`src/sv/cfpp_pkg.sv`:
```
// shared constants, command/status structs and the crc byte update
// for the crc16 framed packet parser; no dependencies
`timescale 1ns / 1ps
`default_nettype none

package cfpp_pkg;

  localparam int MAX_FRAME_LEN = 17;
  localparam int LEN_LIMIT     = (MAX_FRAME_LEN < 17) ? MAX_FRAME_LEN : 17;
  localparam logic [9:0] LEN_LIMIT_W = 10'(LEN_LIMIT);

  localparam logic [7:0]  START_BYTE = 8'hAA;
  localparam logic [15:0] CRC_POLY   = 16'h1021;

  localparam int DATA_DEPTH = 16;
  localparam int DATA_AW    = $clog2(DATA_DEPTH);

  localparam logic STATUS_OK  = 1'b0;
  localparam logic STATUS_ERR = 1'b1;

  // controller to datapath
  typedef struct packed {
    logic crc_start;
    logic crc_upd;
    logic ld_flo;
    logic ld_len;
    logic clr_cnt;
    logic wr_data;
    logic ld_clo;
    logic idx_clr;
    logic idx_inc;
    logic rd_en;
    logic ld_single;
    logic ld_data;
    logic out_clr;
  } cmd_t;

  // datapath to controller
  typedef struct packed {
    logic is_start;
    logic len_bad;
    logic len_one;
    logic id_match;
    logic data_done;
    logic crc_ok;
    logic out_valid;
    logic out_last;
  } sts_t;

  // crc-16/xmodem, one byte msb first
  function automatic logic [15:0] crc_add(input logic [15:0] crc, input logic [7:0] b);
    logic [15:0] c;
    c = crc ^ {b, 8'h00};
    for (int i = 0; i < 8; i++) begin
      c = c[15] ? ({c[14:0], 1'b0} ^ CRC_POLY) : {c[14:0], 1'b0};
    end
    return c;
  endfunction

endpackage

`default_nettype wire

```
`src/sv/crc16_framed_packet_parser_top.sv`:
```
// a byte is taken every cycle while a frame is parsed; an error or empty result is
// valid the cycle after the crc high byte, the first data result after read and load
// states; each data result is a store read, a load and a handoff, the next read waiting
// for a take; input stalls from the crc high byte until the frame's last result is taken
// reset: synchronous active low, clears the phase, the id register and the output valid
// top level; depends on cfpp_pkg, cfpp_ctrl, cfpp_dp
`timescale 1ns / 1ps
`default_nettype none

module crc16_framed_packet_parser_top (
  input  wire logic       clk,
  input  wire logic       rst_n,
  input  wire logic       in_valid,
  output logic            in_ready,
  input  wire logic [7:0] in_rx_byte,
  output logic            out_valid,
  input  wire logic       out_ready,
  output logic            out_status,
  output logic [7:0]      out_frame_id,
  output logic [7:0]      out_payload_byte,
  output logic [3:0]      out_byte_index,
  output logic [4:0]      out_payload_count,
  output logic            out_last,
  input  wire logic       cfg_wr_en,
  input  wire logic [7:0] cfg_wr_data
);

  cfpp_pkg::cmd_t cmd;
  cfpp_pkg::sts_t sts;

  cfpp_ctrl u_ctrl (
    .clk      (clk),
    .rst_n    (rst_n),
    .in_valid (in_valid),
    .in_ready (in_ready),
    .out_ready(out_ready),
    .sts      (sts),
    .cmd      (cmd)
  );

  cfpp_dp u_dp (
    .clk              (clk),
    .rst_n            (rst_n),
    .in_rx_byte       (in_rx_byte),
    .cfg_wr_en        (cfg_wr_en),
    .cfg_wr_data      (cfg_wr_data),
    .cmd              (cmd),
    .sts              (sts),
    .out_valid        (out_valid),
    .out_status       (out_status),
    .out_frame_id     (out_frame_id),
    .out_payload_byte (out_payload_byte),
    .out_byte_index   (out_byte_index),
    .out_payload_count(out_payload_count),
    .out_last         (out_last)
  );

endmodule

`default_nettype wire

```
`src/sv/cfpp_ram.sv`:
```
// generic single write port ram with registered read
// no dependencies
`timescale 1ns / 1ps
`default_nettype none

module cfpp_ram #(
  parameter int WIDTH = 8,
  parameter int DEPTH = 16
) (
  input  wire logic                     clk,
  input  wire logic                     we,
  input  wire logic [$clog2(DEPTH)-1:0] waddr,
  input  wire logic [WIDTH-1:0]         wdata,
  input  wire logic                     re,
  input  wire logic [$clog2(DEPTH)-1:0] raddr,
  output logic      [WIDTH-1:0]         rdata
);

  logic [WIDTH-1:0] mem_r [DEPTH];

  always_ff @(posedge clk) begin
    if (we) begin
      mem_r[waddr] <= wdata;
    end
    if (re) begin
      rdata <= mem_r[raddr];
    end
  end

endmodule

`default_nettype wire

```
`src/sv/cfpp_ctrl.sv`:
```
// parser controller: frame phase sequencing and result emission
// depends on cfpp_pkg
`timescale 1ns / 1ps
`default_nettype none

module cfpp_ctrl (
  input  wire logic           clk,
  input  wire logic           rst_n,
  input  wire logic           in_valid,
  output logic                in_ready,
  input  wire logic           out_ready,
  input  wire cfpp_pkg::sts_t sts,
  output cfpp_pkg::cmd_t      cmd
);

  localparam logic [3:0] S_HUNT = 4'd0;
  localparam logic [3:0] S_FLO  = 4'd1;
  localparam logic [3:0] S_FHI  = 4'd2;
  localparam logic [3:0] S_ID   = 4'd3;
  localparam logic [3:0] S_DATA = 4'd4;
  localparam logic [3:0] S_CLO  = 4'd5;
  localparam logic [3:0] S_CHI  = 4'd6;
  localparam logic [3:0] S_RD   = 4'd7;
  localparam logic [3:0] S_LD   = 4'd8;
  localparam logic [3:0] S_OUT  = 4'd9;

  logic [3:0] state_r, state_nxt;
  logic       in_acc;
  logic       out_acc;

  assign in_ready = (state_r inside {S_HUNT, S_FLO, S_FHI, S_ID, S_DATA, S_CLO, S_CHI});
  assign in_acc   = in_valid & in_ready;
  assign out_acc  = sts.out_valid & out_ready;

  always_comb begin
    state_nxt = state_r;
    cmd       = '0;
    case (state_r)
      S_HUNT: begin
        if (in_acc && sts.is_start) begin
          cmd.crc_start = 1'b1;
          state_nxt     = S_FLO;
        end
      end
      S_FLO: begin
        if (in_acc) begin
          cmd.ld_flo  = 1'b1;
          cmd.crc_upd = 1'b1;
          state_nxt   = S_FHI;
        end
      end
      S_FHI: begin
        if (in_acc) begin
          cmd.ld_len  = 1'b1;
          cmd.crc_upd = 1'b1;
          state_nxt   = sts.len_bad ? S_HUNT : S_ID;
        end
      end
      S_ID: begin
        if (in_acc) begin
          if (sts.id_match) begin
            cmd.crc_upd = 1'b1;
            cmd.clr_cnt = 1'b1;
            state_nxt   = sts.len_one ? S_CLO : S_DATA;
          end else begin
            state_nxt = S_HUNT;
          end
        end
      end
      S_DATA: begin
        if (in_acc) begin
          cmd.wr_data = 1'b1;
          cmd.crc_upd = 1'b1;
          if (sts.data_done) begin
            state_nxt = S_CLO;
          end
        end
      end
      S_CLO: begin
        if (in_acc) begin
          cmd.ld_clo = 1'b1;
          state_nxt  = S_CHI;
        end
      end
      S_CHI: begin
        if (in_acc) begin
          // good crc with data bytes: walk the store, otherwise one result
          if (sts.crc_ok && !sts.len_one) begin
            cmd.idx_clr = 1'b1;
            state_nxt   = S_RD;
          end else begin
            cmd.ld_single = 1'b1;
            state_nxt     = S_OUT;
          end
        end
      end
      S_RD: begin
        cmd.rd_en = 1'b1;
        state_nxt = S_LD;
      end
      S_LD: begin
        cmd.ld_data = 1'b1;
        state_nxt   = S_OUT;
      end
      S_OUT: begin
        if (out_acc) begin
          cmd.out_clr = 1'b1;
          if (sts.out_last) begin
            state_nxt = S_HUNT;
          end else begin
            cmd.idx_inc = 1'b1;
            state_nxt   = S_RD;
          end
        end
      end
      default: begin
        state_nxt = S_HUNT;
      end
    endcase
  end

  always_ff @(posedge clk) begin
    if (!rst_n) begin
      state_r <= S_HUNT;
    end else begin
      state_r <= state_nxt;
    end
  end

endmodule

`default_nettype wire

```
`src/sv/cfpp_dp.sv`:
```
// parser datapath: crc, frame fields, data store and result register
// depends on cfpp_pkg and cfpp_ram
`timescale 1ns / 1ps
`default_nettype none

module cfpp_dp (
  input  wire logic           clk,
  input  wire logic           rst_n,
  input  wire logic [7:0]     in_rx_byte,
  input  wire logic           cfg_wr_en,
  input  wire logic [7:0]     cfg_wr_data,
  input  wire cfpp_pkg::cmd_t cmd,
  output cfpp_pkg::sts_t      sts,
  output logic                out_valid,
  output logic                out_status,
  output logic [7:0]          out_frame_id,
  output logic [7:0]          out_payload_byte,
  output logic [3:0]          out_byte_index,
  output logic [4:0]          out_payload_count,
  output logic                out_last
);

  logic [7:0]  wanted_id_r;
  logic [15:0] crc_r, crc_nxt;
  logic [7:0]  flo_r;
  logic [4:0]  len_r;
  logic [cfpp_pkg::DATA_AW-1:0] cnt_r;
  logic [7:0]  clo_r;
  logic [cfpp_pkg::DATA_AW-1:0] idx_r;
  logic [7:0]  ram_rdata;

  logic        out_valid_r;
  logic        out_status_r;
  logic [7:0]  out_frame_id_r;
  logic [7:0]  out_payload_byte_r;
  logic [3:0]  out_byte_index_r;
  logic [4:0]  out_payload_count_r;
  logic        out_last_r;

  logic [9:0]  len_w;
  logic [4:0]  pay_cnt;
  logic [15:0] rx_crc;

  assign len_w   = {in_rx_byte, flo_r[7:6]};
  assign pay_cnt = len_r - 5'd1;
  assign rx_crc  = {in_rx_byte, clo_r};

  assign sts.is_start  = (in_rx_byte == cfpp_pkg::START_BYTE);
  assign sts.len_bad   = (len_w == 10'd0) || (len_w > cfpp_pkg::LEN_LIMIT_W);
  assign sts.len_one   = (len_r == 5'd1);
  assign sts.id_match  = (in_rx_byte == wanted_id_r);
  // count after this write plus the id byte reaches the length
  assign sts.data_done = ({1'b0, cnt_r} + 5'd2) >= len_r;
  assign sts.crc_ok    = (rx_crc == crc_r);
  assign sts.out_valid = out_valid_r;
  assign sts.out_last  = out_last_r;

  always_comb begin
    crc_nxt = crc_r;
    if (cmd.crc_start) begin
      crc_nxt = cfpp_pkg::crc_add(16'h0000, in_rx_byte);
    end else if (cmd.crc_upd) begin
      crc_nxt = cfpp_pkg::crc_add(crc_r, in_rx_byte);
    end
  end

  cfpp_ram #(
    .WIDTH(8),
    .DEPTH(cfpp_pkg::DATA_DEPTH)
  ) u_store (
    .clk  (clk),
    .we   (cmd.wr_data),
    .waddr(cnt_r),
    .wdata(in_rx_byte),
    .re   (cmd.rd_en),
    .raddr(idx_r),
    .rdata(ram_rdata)
  );

  always_ff @(posedge clk) begin
    if (!rst_n) begin
      wanted_id_r <= 8'h00;
      out_valid_r <= 1'b0;
    end else begin
      if (cfg_wr_en) begin
        wanted_id_r <= cfg_wr_data;
      end
      if (cmd.ld_single || cmd.ld_data) begin
        out_valid_r <= 1'b1;
      end else if (cmd.out_clr) begin
        out_valid_r <= 1'b0;
      end
    end
  end

  always_ff @(posedge clk) begin
    crc_r <= crc_nxt;
    if (cmd.ld_flo) begin
      flo_r <= in_rx_byte;
    end
    if (cmd.ld_len) begin
      len_r <= len_w[4:0];
    end
    if (cmd.clr_cnt) begin
      cnt_r <= '0;
    end else if (cmd.wr_data) begin
      cnt_r <= cnt_r + 1'b1;
    end
    if (cmd.ld_clo) begin
      clo_r <= in_rx_byte;
    end
    if (cmd.idx_clr) begin
      idx_r <= '0;
    end else if (cmd.idx_inc) begin
      idx_r <= idx_r + 1'b1;
    end
    if (cmd.ld_single) begin
      out_status_r        <= sts.crc_ok ? cfpp_pkg::STATUS_OK : cfpp_pkg::STATUS_ERR;
      out_frame_id_r      <= wanted_id_r;
      out_payload_byte_r  <= 8'h00;
      out_byte_index_r    <= 4'd0;
      out_payload_count_r <= pay_cnt;
      out_last_r          <= 1'b1;
    end else if (cmd.ld_data) begin
      out_status_r        <= cfpp_pkg::STATUS_OK;
      out_frame_id_r      <= wanted_id_r;
      out_payload_byte_r  <= ram_rdata;
      out_byte_index_r    <= idx_r;
      out_payload_count_r <= pay_cnt;
      out_last_r          <= (({1'b0, idx_r} + 5'd1) == pay_cnt);
    end
  end

  assign out_valid         = out_valid_r;
  assign out_status        = out_status_r;
  assign out_frame_id      = out_frame_id_r;
  assign out_payload_byte  = out_payload_byte_r;
  assign out_byte_index    = out_byte_index_r;
  assign out_payload_count = out_payload_count_r;
  assign out_last          = out_last_r;

endmodule

`default_nettype wire

```
`config.mk`:
```
export PLATFORM = sky130hd
export DESIGN_NAME = crc16_framed_packet_parser_top
export DESIGN_NICKNAME = d
export VERILOG_FILES = /design/src/sv/cfpp_pkg.sv /design/src/sv/crc16_framed_packet_parser_top.sv /design/src/sv/cfpp_ram.sv /design/src/sv/cfpp_ctrl.sv /design/src/sv/cfpp_dp.sv
export SDC_FILE = /design/constraint.sdc
export NUM_CORES = 1
export LEC_CHECK = 0
export BUFFER_PORTS_ARGS = -buffer_cell sky130_fd_sc_hd__buf_2
export CORE_MARGIN = 1.5
export CORE_UTILIZATION = 60
export CTS_CLUSTER_DIAMETER = 120
export CTS_CLUSTER_SIZE = 10
export DETAILED_ROUTE_END_ITERATION = 7
export PLACE_DENSITY = 0.84
export SLEW_MARGIN = 20
export SYNTH_ARGS = -nofsm -noshare
export SYNTH_HDL_FRONTEND = slang
export SYNTH_SLANG_ARGS = --single-unit
```
`constraint.sdc`:
```
create_clock -name clk -period 3.2 [get_ports clk]
set_input_delay 0.8 -clock clk [delete_from_list [all_inputs] [get_ports clk]]
set_output_delay 0.8 -clock clk [all_outputs]
set_load 0.02 [all_outputs]
```
==> results of run 1 <==
## metal layers
layer  up-vias  wire, um  GRT usage
li1       2319         -          -
met1      2699      8020      0.370
met2       329      9260      0.398
met3        41      1950     0.0476
met4         0       500     0.0825
met5         -         0          0
## power by group through the flow
stage          clock network (uW)  registers (uW)  logic [uW]
2_1_floorplan                   0            3150        95.8
3_3_place_gp                    0            3130         193
3_5_place_dp                    0            3130         202
4_1_cts                      2570            3070         204
5_1_grt                      2670            3070         222
6_report                     2540            3070         205
## kinds of logic after synthesis
logic type / synth area share
XOR/XNOR: 0.0507
adder cells (fa/ha/maj): 0.0180
AO/OA/AOI/OAI: 0.0330
multiplexers: 0.112
AND/OR/NAND/NOR: 0.0895
flip-flops: 0.675
buffers and inverters: 0.0218
## area by class of cell
type / count / area, sq um / area share
multi-input combinational: 317 / 2750 / 0.265
inverter: 16 / 60.1 / 0.00580
tap: 184 / 230 / 0.0223
clock buffer: 44 / 697 / 0.0674
timing repair buffer: 79 / 470 / 0.0455
clock inverter: 2 / 26.3 / 0.00254
sequential: 215 / 6120 / 0.591
## worst register-to-register path: stages, from the launching register on
cell and delay, ns:
dfxtp_1 0.61, nand2b_1 0.26, nor4_1 0.34, nand3_1 0.22, a31oi_1 0.27, a31o_2 0.47
## placed cells by master, fill, tap and decap left out, types with 2 or more instances in the layout
cell type	n
ha_1	13
dfxtp_1	33
and3_1	9
nand3_1	6
nand2_1	44
inv_1	16
nor2_2	2
clkbuf_16	25
nor3b_1	3
buf_4	30
nor4_1	2
xnor2_1	30
o22ai_1	4
xor2_1	15
xnor2_2	4
clkbuf_1	19
nor2b_1	13
buf_2	49
nand4_1	8
or2_2	8
mux4_2	40
a31oi_1	4
nor2_1	37
nand2b_1	8
a21oi_2	10
o21ai_0	4
nor3_1	10
mux2i_1	11
a21oi_1	16
edfxtp_1	181
a211oi_1	2
## sequential cells by signal, indices dropped and copies added, names as in the netlist, 5 cells and up
signal,flops
u_dp.u_store.rdata,8
u_dp.crc_r,16
u_dp.len_r,5
u_dp.clo_r,8
u_dp.out_payload_byte,8
u_dp.out_frame_id,8
u_dp.u_store.mem_r,128
u_dp.wanted_id_r,8
u_dp.out_payload_count,5
## final timing paths
kind                                                          start                                  end  slack, ns  cells after the start
worst max-delay path                 u_ctrl.state_r[0]$_SDFFE_PN0P_              u_dp.crc_r[2]$_DFFE_PP_       0.67                      5
worst min-delay path            u_dp.out_byte_index[3]$_SDFFE_PP0P_  u_dp.out_byte_index[3]$_SDFFE_PP0P_       0.45                      2
worst max register to register       u_ctrl.state_r[0]$_SDFFE_PN0P_              u_dp.crc_r[2]$_DFFE_PP_       0.67                      5
worst min register to register  u_dp.out_byte_index[3]$_SDFFE_PP0P_  u_dp.out_byte_index[3]$_SDFFE_PP0P_       0.45                      2
## metrics by stage
step	area (sq um)	instances	power [uW]
floorplan	9060	571	3240
finish	10300	857	5810
detailed placement	9620	811	3330
CTS	10300	857	5850
global route	10300	857	5970
global placement	9620	811	3320
==> impl_metrics.ini, run 1 <==
[global_routing]
grt_pass1_vias = 5376
grt-ovfl-total = 0
antenna_found_initial = 0
gr-usage-all-layers = 0.255
grt_start_max_net_pins = 38
grt_pass1_wl_um = 30400

[power]
seqPwrFrac = 0.529
power_density_mw_per_mm2 = 562
power.internal_uw = 4610
swShare = 0.207
leakagePower_uw = 0.00364
pwr-share-clk = 0.436
p_comb_frac = 0.035
vdd_ir_drop_max_mv = 0.469
power.switching_uw = 1200

[placed_design]
pre_cts_slack_ns = 0.226
gp_congestion = 0.912
dp_hpwl_um = 12800
port_buffers = 49

[layout]
area_growth_syn_to_layout_pct = 14.2
drive_above_1_share = 0.263
antenna-diode-count = 0
nFillCells = 927
fin_nets = 688
finish.utilization = 0.707

[critical_path]
crit_path_end_kind = flop
critical_path_buf_inv_count = 0
critPathTopFamily = simple AND/OR/NAND/NOR gates
crit_chain = nand2b_1 -> nor4_1 -> nand3_1 -> a31oi_1 -> a31o_2
crit_fanout = 16
required_ns = 3.37
start_kind = flop
critPathMaxStageDelay_ns = 0.61
timing.critical_path.arrival_ns = 2.70
critPathKind = reg2reg
cpMaxStageDelayCell = dfxtp_1

[outcome]
failed_checks = design-rule violations
status = finished, violations left

[synthesis]
synth_top_area_frac = 0.600
synth_cell_types = 46
synthMostInstantiatedCell = edfxtp_1
avgSynthCellArea_sq_um = 15.9
yosys-top-cells-count = 181 x edfxtp_1, 44 x nand2_1, 40 x mux4_2
ys_warn_count = 0
syn_inst = 571
ys.flop_type = edfxtp_1
synth_area_leaders = edfxtp_1 60%, mux4_2 9.9%, dfxtp_1 7.5%
syn_area_sq_mm = 0.00906
ys_ff_latch = 215
synth_top_area_cell = edfxtp_1
synth_edf_count = 181
syn-num-nets = 605
async_flop_share = 0
synth_seq_area_share = 0.675

[sta]
worst_pin_slew_ns = 0.814
tns_ns = 0
rsz0062_at_grt = false
slew_headroom = 0.455
fmax_ghz = 0.395
hold_viol = 0
setup_ws_ns = 0.670
hold_ws_ns = 0.449
period_needed_ns = 2.53
drv_slew = 0
finalSetupViolations = 0
finClkSkew_ns = 0.0122
period_share = 0.791

[drt]
ant_nets = 0
vias = 5388
routedWlPerCell_um = 23.0
vias_per_cell = 6.29
drt_first_pass_iters = 7
routed_wl_um = 19700
drt-initial-drc-count = 573
drc = 3

[cts]
cts.repair.resized = 0
cts_buffer_depth = 3
hold_buffers = 0
cts_setup_buffers = 0
clk_latency_ns = 0.53
cts_tree = built
htree_levels = 1
root_buffer = clkbuf_16
cts_made_buffers = 25
cts.sinks = 215
clk_pin_slew_ns = 0.06

[run]
cap_violations = 0

[floorplan]
die_h_um = 126
io_pins = 50
initial_utilization = 0.618
dieWidth_um = 126
rows = 44
dieArea_sq_mm = 0.0158
core_area_sq_mm = 0.0146

[worst_hold_path]
hold_path.class = reg2reg
(Power assumes the default switching activity.)
==> inputs of run 2 (changes only) <==
Clock period 3.2 ns to 2.6 ns, I/O delays scaled along.
==> impl_metrics.ini, run 2 (synthesis results as in run 1) <==
[critical_path]
crit_fanout = 16
cpMaxStageDelayCell = a31o_2
crit_path_end_kind = flop
critPathMaxStageDelay_ns = 0.47
crit_chain = nand2b_1 -> nor4_1 -> nand3_1 -> a31oi_1 -> a31o_2
timing.critical_path.arrival_ns = 2.37
start_kind = flop
critPathKind = reg2reg
required_ns = 2.76

[sta]
finClkSkew_ns = 0.00826
period_needed_ns = 2.21
rsz0062_at_grt = false
drv_slew = 0
worst_pin_slew_ns = 0.862
slew_headroom = 0.423
finalSetupViolations = 0
hold_viol = 0
tns_ns = 0
fmax_ghz = 0.453
period_share = 0.849

[placed_design]
gp_congestion = 0.896
dp_hpwl_um = 13100
dp_cells = 836
port_buffers = 49

[layout]
drive_above_1_share = 0.288
final_cell_mix = 181 x edfxtp_1, 53 x buf_4, 49 x buf_2
antenna-diode-count = 0
fin_nets = 713
finish.utilization = 0.720
top_register = u_dp.u_store.mem_r
fin_cells = 882
area_growth_syn_to_layout_pct = 16.5
layout_commonest_cell = edfxtp_1
largestRegisters = u_dp.u_store.mem_r (128), u_dp.crc_r (16)
largest_reg_flops = 128

[global_routing]
antenna_found_initial = 0
grt_pass1_vias = 5418
grt_pass1_wl_um = 30800
gr-usage-all-layers = 0.257
grt_start_max_net_pins = 39
grt-ovfl-total = 0

[cts]
cts.repair.resized = 0
cts_setup_buffers = 0
clk_latency_ns = 0.51
cts_made_buffers = 25
cts_buffer_depth = 3
root_buffer = clkbuf_16
cts_tree = built
cts.sinks = 215
htree_levels = 1
hold_buffers = 0
clk_pin_slew_ns = 0.06

[outcome]
failed_checks = design-rule violations
status = finished, violations left

[floorplan]
io_pins = 50
initial_utilization = 0.618
dieArea_sq_mm = 0.0158
die_h_um = 126
rows = 44
dieWidth_um = 126
core_area_sq_mm = 0.0146

[power]
power_density_mw_per_mm2 = 676
leakagePower_uw = 0.00376
vdd_ir_drop_max_mv = 0.672

[drt]
vias = 5260
drt-initial-drc-count = 535
drc = 3
ant_nets = 0
drt_first_pass_iters = 7
vias_per_cell = 5.96
routedWlPerCell_um = 22.3
routed_wl_um = 19700

[worst_hold_path]
hold_path.class = in2reg

[run]
cap_violations = 0
-- run 2: cell types whose count changed in the layout (fill, tap and decap cells not counted), sizes merged --
| cell | delta |
|---|---|
| buf | +25 |
| clkinvlp | +1 |
| inv | -1 |
-- run 2: cell type report --
type	instances	area, sq um
tap	184	230
clock inverter	2	16.3
fill	895	4100
clock buffer	44	697
timing repair buffer	104	683
sequential	215	6120
inverter	16	60.1
multi-input combinational	317	2740
-- run 2: layer usage --
layer,up-vias,wire [um],global-route usage
met4,0,540,0.0886
met5,-,0,0
met1,2618,8070,0.355
met3,47,1300,0.0382
li1,2376,-,-
met2,219,9780,0.428
-- run 2: metrics by stage --
step | setup slack, ns | hold WS [ns] | cell area [sq um] | power [uW]
final | 0.392 | 0.397 | 10500 | 7130
after global routing | 0.262 | 0.397 | 10500 | 7330
after detailed placement | 0.0868 | 0.443 | 9830 | 4110
after floorplan | 0.297 | 0.427 | 9060 | 3990
after CTS | 0.412 | 0.388 | 10500 | 7170
after global placement | 0.162 | 0.442 | 9830 | 4100
-- run 2: worst paths after layout --
path	end	startpoint	slack, ns	cells past startpoint
setup / recovery	u_dp.crc_r[13]$_DFFE_PP_	u_ctrl.state_r[3]$_SDFFE_PN0P_	0.39	5
hold / removal	u_dp.wanted_id_r[0]$_SDFFE_PN0P_	cfg_wr_data[0]	0.40	3
setup reg to reg	u_dp.crc_r[13]$_DFFE_PP_	u_ctrl.state_r[3]$_SDFFE_PN0P_	0.39	5
hold reg to reg	u_dp.len_r[0]$_DFFE_PP_	u_dp.flo_r[6]$_DFFE_PP_	0.45	0
-- run 2: power breakdown --
| group | total, uW | switching, uW | internal (uW) |
|---|---|---|---|
| registers | 3780 | 22.2 | 3760 |
| logic | 263 | 153 | 110 |
| clock network | 3090 | 1280 | 1800 |
| total | 7130 | 1460 | 5670 |
-- run 2: critical path, delay by kind of cell, from the launching register on --
family	cells	cell delay [ns]
AO/OA/AOI/OAI	2	0.72
AND/OR/NAND/NOR	3	0.69
flip-flops	1	0.45
==> inputs of run 3 (changes only) <==
Settings changed: CORE_UTILIZATION 60 to 55, PLACE_DENSITY 0.84 to 0.81.
Clock period 2.6 ns to 1.9 ns, I/O delays scaled along.
==> impl_metrics.ini, run 3 (synthesis results as in run 1) <==
[outcome]
status = finished, violations left
failed_checks = negative setup slack

[drt]
routed_wl_um = 23200
drt_first_pass_iters = 5
routedWlPerCell_um = 24.1
vias_per_cell = 6.03
ant_nets = 0
vias = 5815
drt-initial-drc-count = 619
drc = 0

[layout]
area_growth_syn_to_layout_pct = 26.0
layout_commonest_cell = edfxtp_1
antenna-diode-count = 0
final_cell_mix = 181 x edfxtp_1, 95 x buf_4, 48 x buf_2
largestRegisters = u_dp.u_store.mem_r (128), u_dp.crc_r (16)
stdcell_area_sq_mm = 0.0114
fin_nets = 765
top_register = u_dp.u_store.mem_r
largest_reg_flops = 128
drive_above_1_share = 0.409

[critical_path]
start_kind = flop
critical_path_buf_inv_count = 1
crit_path_end_kind = flop
required_ns = 2.16
ff2ff_path_depth = 3
crit_fanout = 6
cpMaxStageDelayCell = mux4_2
crit_chain = clkbuf_16 -> mux4_2 -> mux4_2
r2r-start = u_dp.idx_r[0]$_SDFFE_PP0P_
r2r-end = u_dp.u_store.rdata[6]$_DFFE_PP_
rrSetupSlack_ns = -0.06
timing.critical_path.arrival_ns = 2.23
critPathKind = reg2reg
cpMostUsedCell = mux4_2
critPathMaxStageDelay_ns = 0.52
critPathTopFamily = multiplexers

[placed_design]
pre_cts_slack_ns = -0.401
gp_congestion = 0.964
placed_area_sq_mm = 0.0102
dp_hpwl_um = 13300
port_buffers = 49

[cts]
cts_tree = built
root_buffer = clkbuf_16
cts_buffer_depth = 3
clk_latency_ns = 0.54
cts_made_buffers = 25
cts.sinks = 215
clk_pin_slew_ns = 0.06
htree_levels = 1
hold_buffers = 0

[floorplan]
die_h_um = 131
dieWidth_um = 131
rows = 46
core_area_sq_mm = 0.0160
io_pins = 50
initial_utilization = 0.566
dieArea_sq_mm = 0.0172

[worst_hold_path]
hp-start = cfg_wr_data[6]
hold_depth = 3
hold_path.class = in2reg
whs_endpoint = u_dp.wanted_id_r[6]$_SDFFE_PN0P_

[sta]
period_share = 1.03
period_needed_ns = 1.96
hold_ws_ns = 0.218
rsz0062_at_grt = true
hold_viol = 0
finalSetupViolations = 37
worst_pin_slew_ns = 0.493
slew_headroom = 0.670
finClkSkew_ns = 0.0174
setup_ws_ns = -0.0645
drv_slew = 0
fmax_ghz = 0.509
tns_ns = -1.05

[power]
vdd_ir_drop_max_mv = 0.574
leakagePower_uw = 0.00411
power.total_uw = 9890
power_density_mw_per_mm2 = 867

[global_routing]
gr-usage-all-layers = 0.250
antenna_found_initial = 0
grt_start_max_net_pins = 38
grt_pass1_wl_um = 32900
grt_pass1_vias = 5893
grt-ovfl-total = 0

[run]
cap_violations = 0
## run 3: layout make-up
type	instances	area, sq um
flip-flops and latches	215	6130
multi-input cells	318	3060
well taps	216	270
inverters	16	60.1
clock inverters	2	27.5
repair buffers	155	1170
fillers	963	4590
clock buffers	43	693
## run 3: worst min-delay path, cell delays in order
cell and delay, ns:
buf_2 0.08, mux2i_1 0.06, nor2b_1 0.10
## run 3: how the worst max path moves through the flow
stage | start | endpoint | cells past startpoint
floorplan | u_ctrl.state_r[3]$_SDFFE_PN0P_ | u_dp.u_store.mem_r[0][0]$_DFFE_PP_ | 6
global placement | in_rx_byte[6] | u_dp.out_payload_count[2]$_DFFE_PP_ | 7
detailed placement | in_rx_byte[6] | u_dp.out_payload_count[4]$_DFFE_PP_ | 7
CTS | u_dp.len_r[0]$_DFFE_PP_ | u_dp.out_last$_SDFFE_PP1P_ | 8
global route | u_dp.crc_r[6]$_DFFE_PP_ | u_ctrl.state_r[3]$_SDFFE_PN0P_ | 9
finish | u_dp.idx_r[0]$_SDFFE_PP0P_ | u_dp.u_store.rdata[6]$_DFFE_PP_ | 3
## run 3: what timing repair did
| action | CTS | global route |
|---|---|---|
| setup endpoints to repair | 87 | 105 |
| gates cloned | 1 | 3 |
| pin swaps | 14 | 22 |
| setup buffers | 1 | 7 |
| gates resized for setup | 25 | 53 |
## run 3: stage by stage
step	std cells	utilization
after floorplan	571	-
after global placement	908	0.638
after detailed placement	908	0.638
after CTS	955	0.691
after global routing	965	0.713
final	965	0.713
## run 3: power breakdown
part           internal, uW  switching [uW]
clock                  2480            1830
sequential             5140            30.0
combinational           176             240
total                  7790            2100
## run 3: metal layers
metal / vias to the layer above / global-route usage / part of all wire
li1: 2474 / - / -
met1: 2913 / 0.332 / 0.38
met2: 351 / 0.431 / 0.50
met3: 77 / 0.0351 / 0.083
met4: 0 / 0.0815 / 0.039
met5: - / 0 / 0
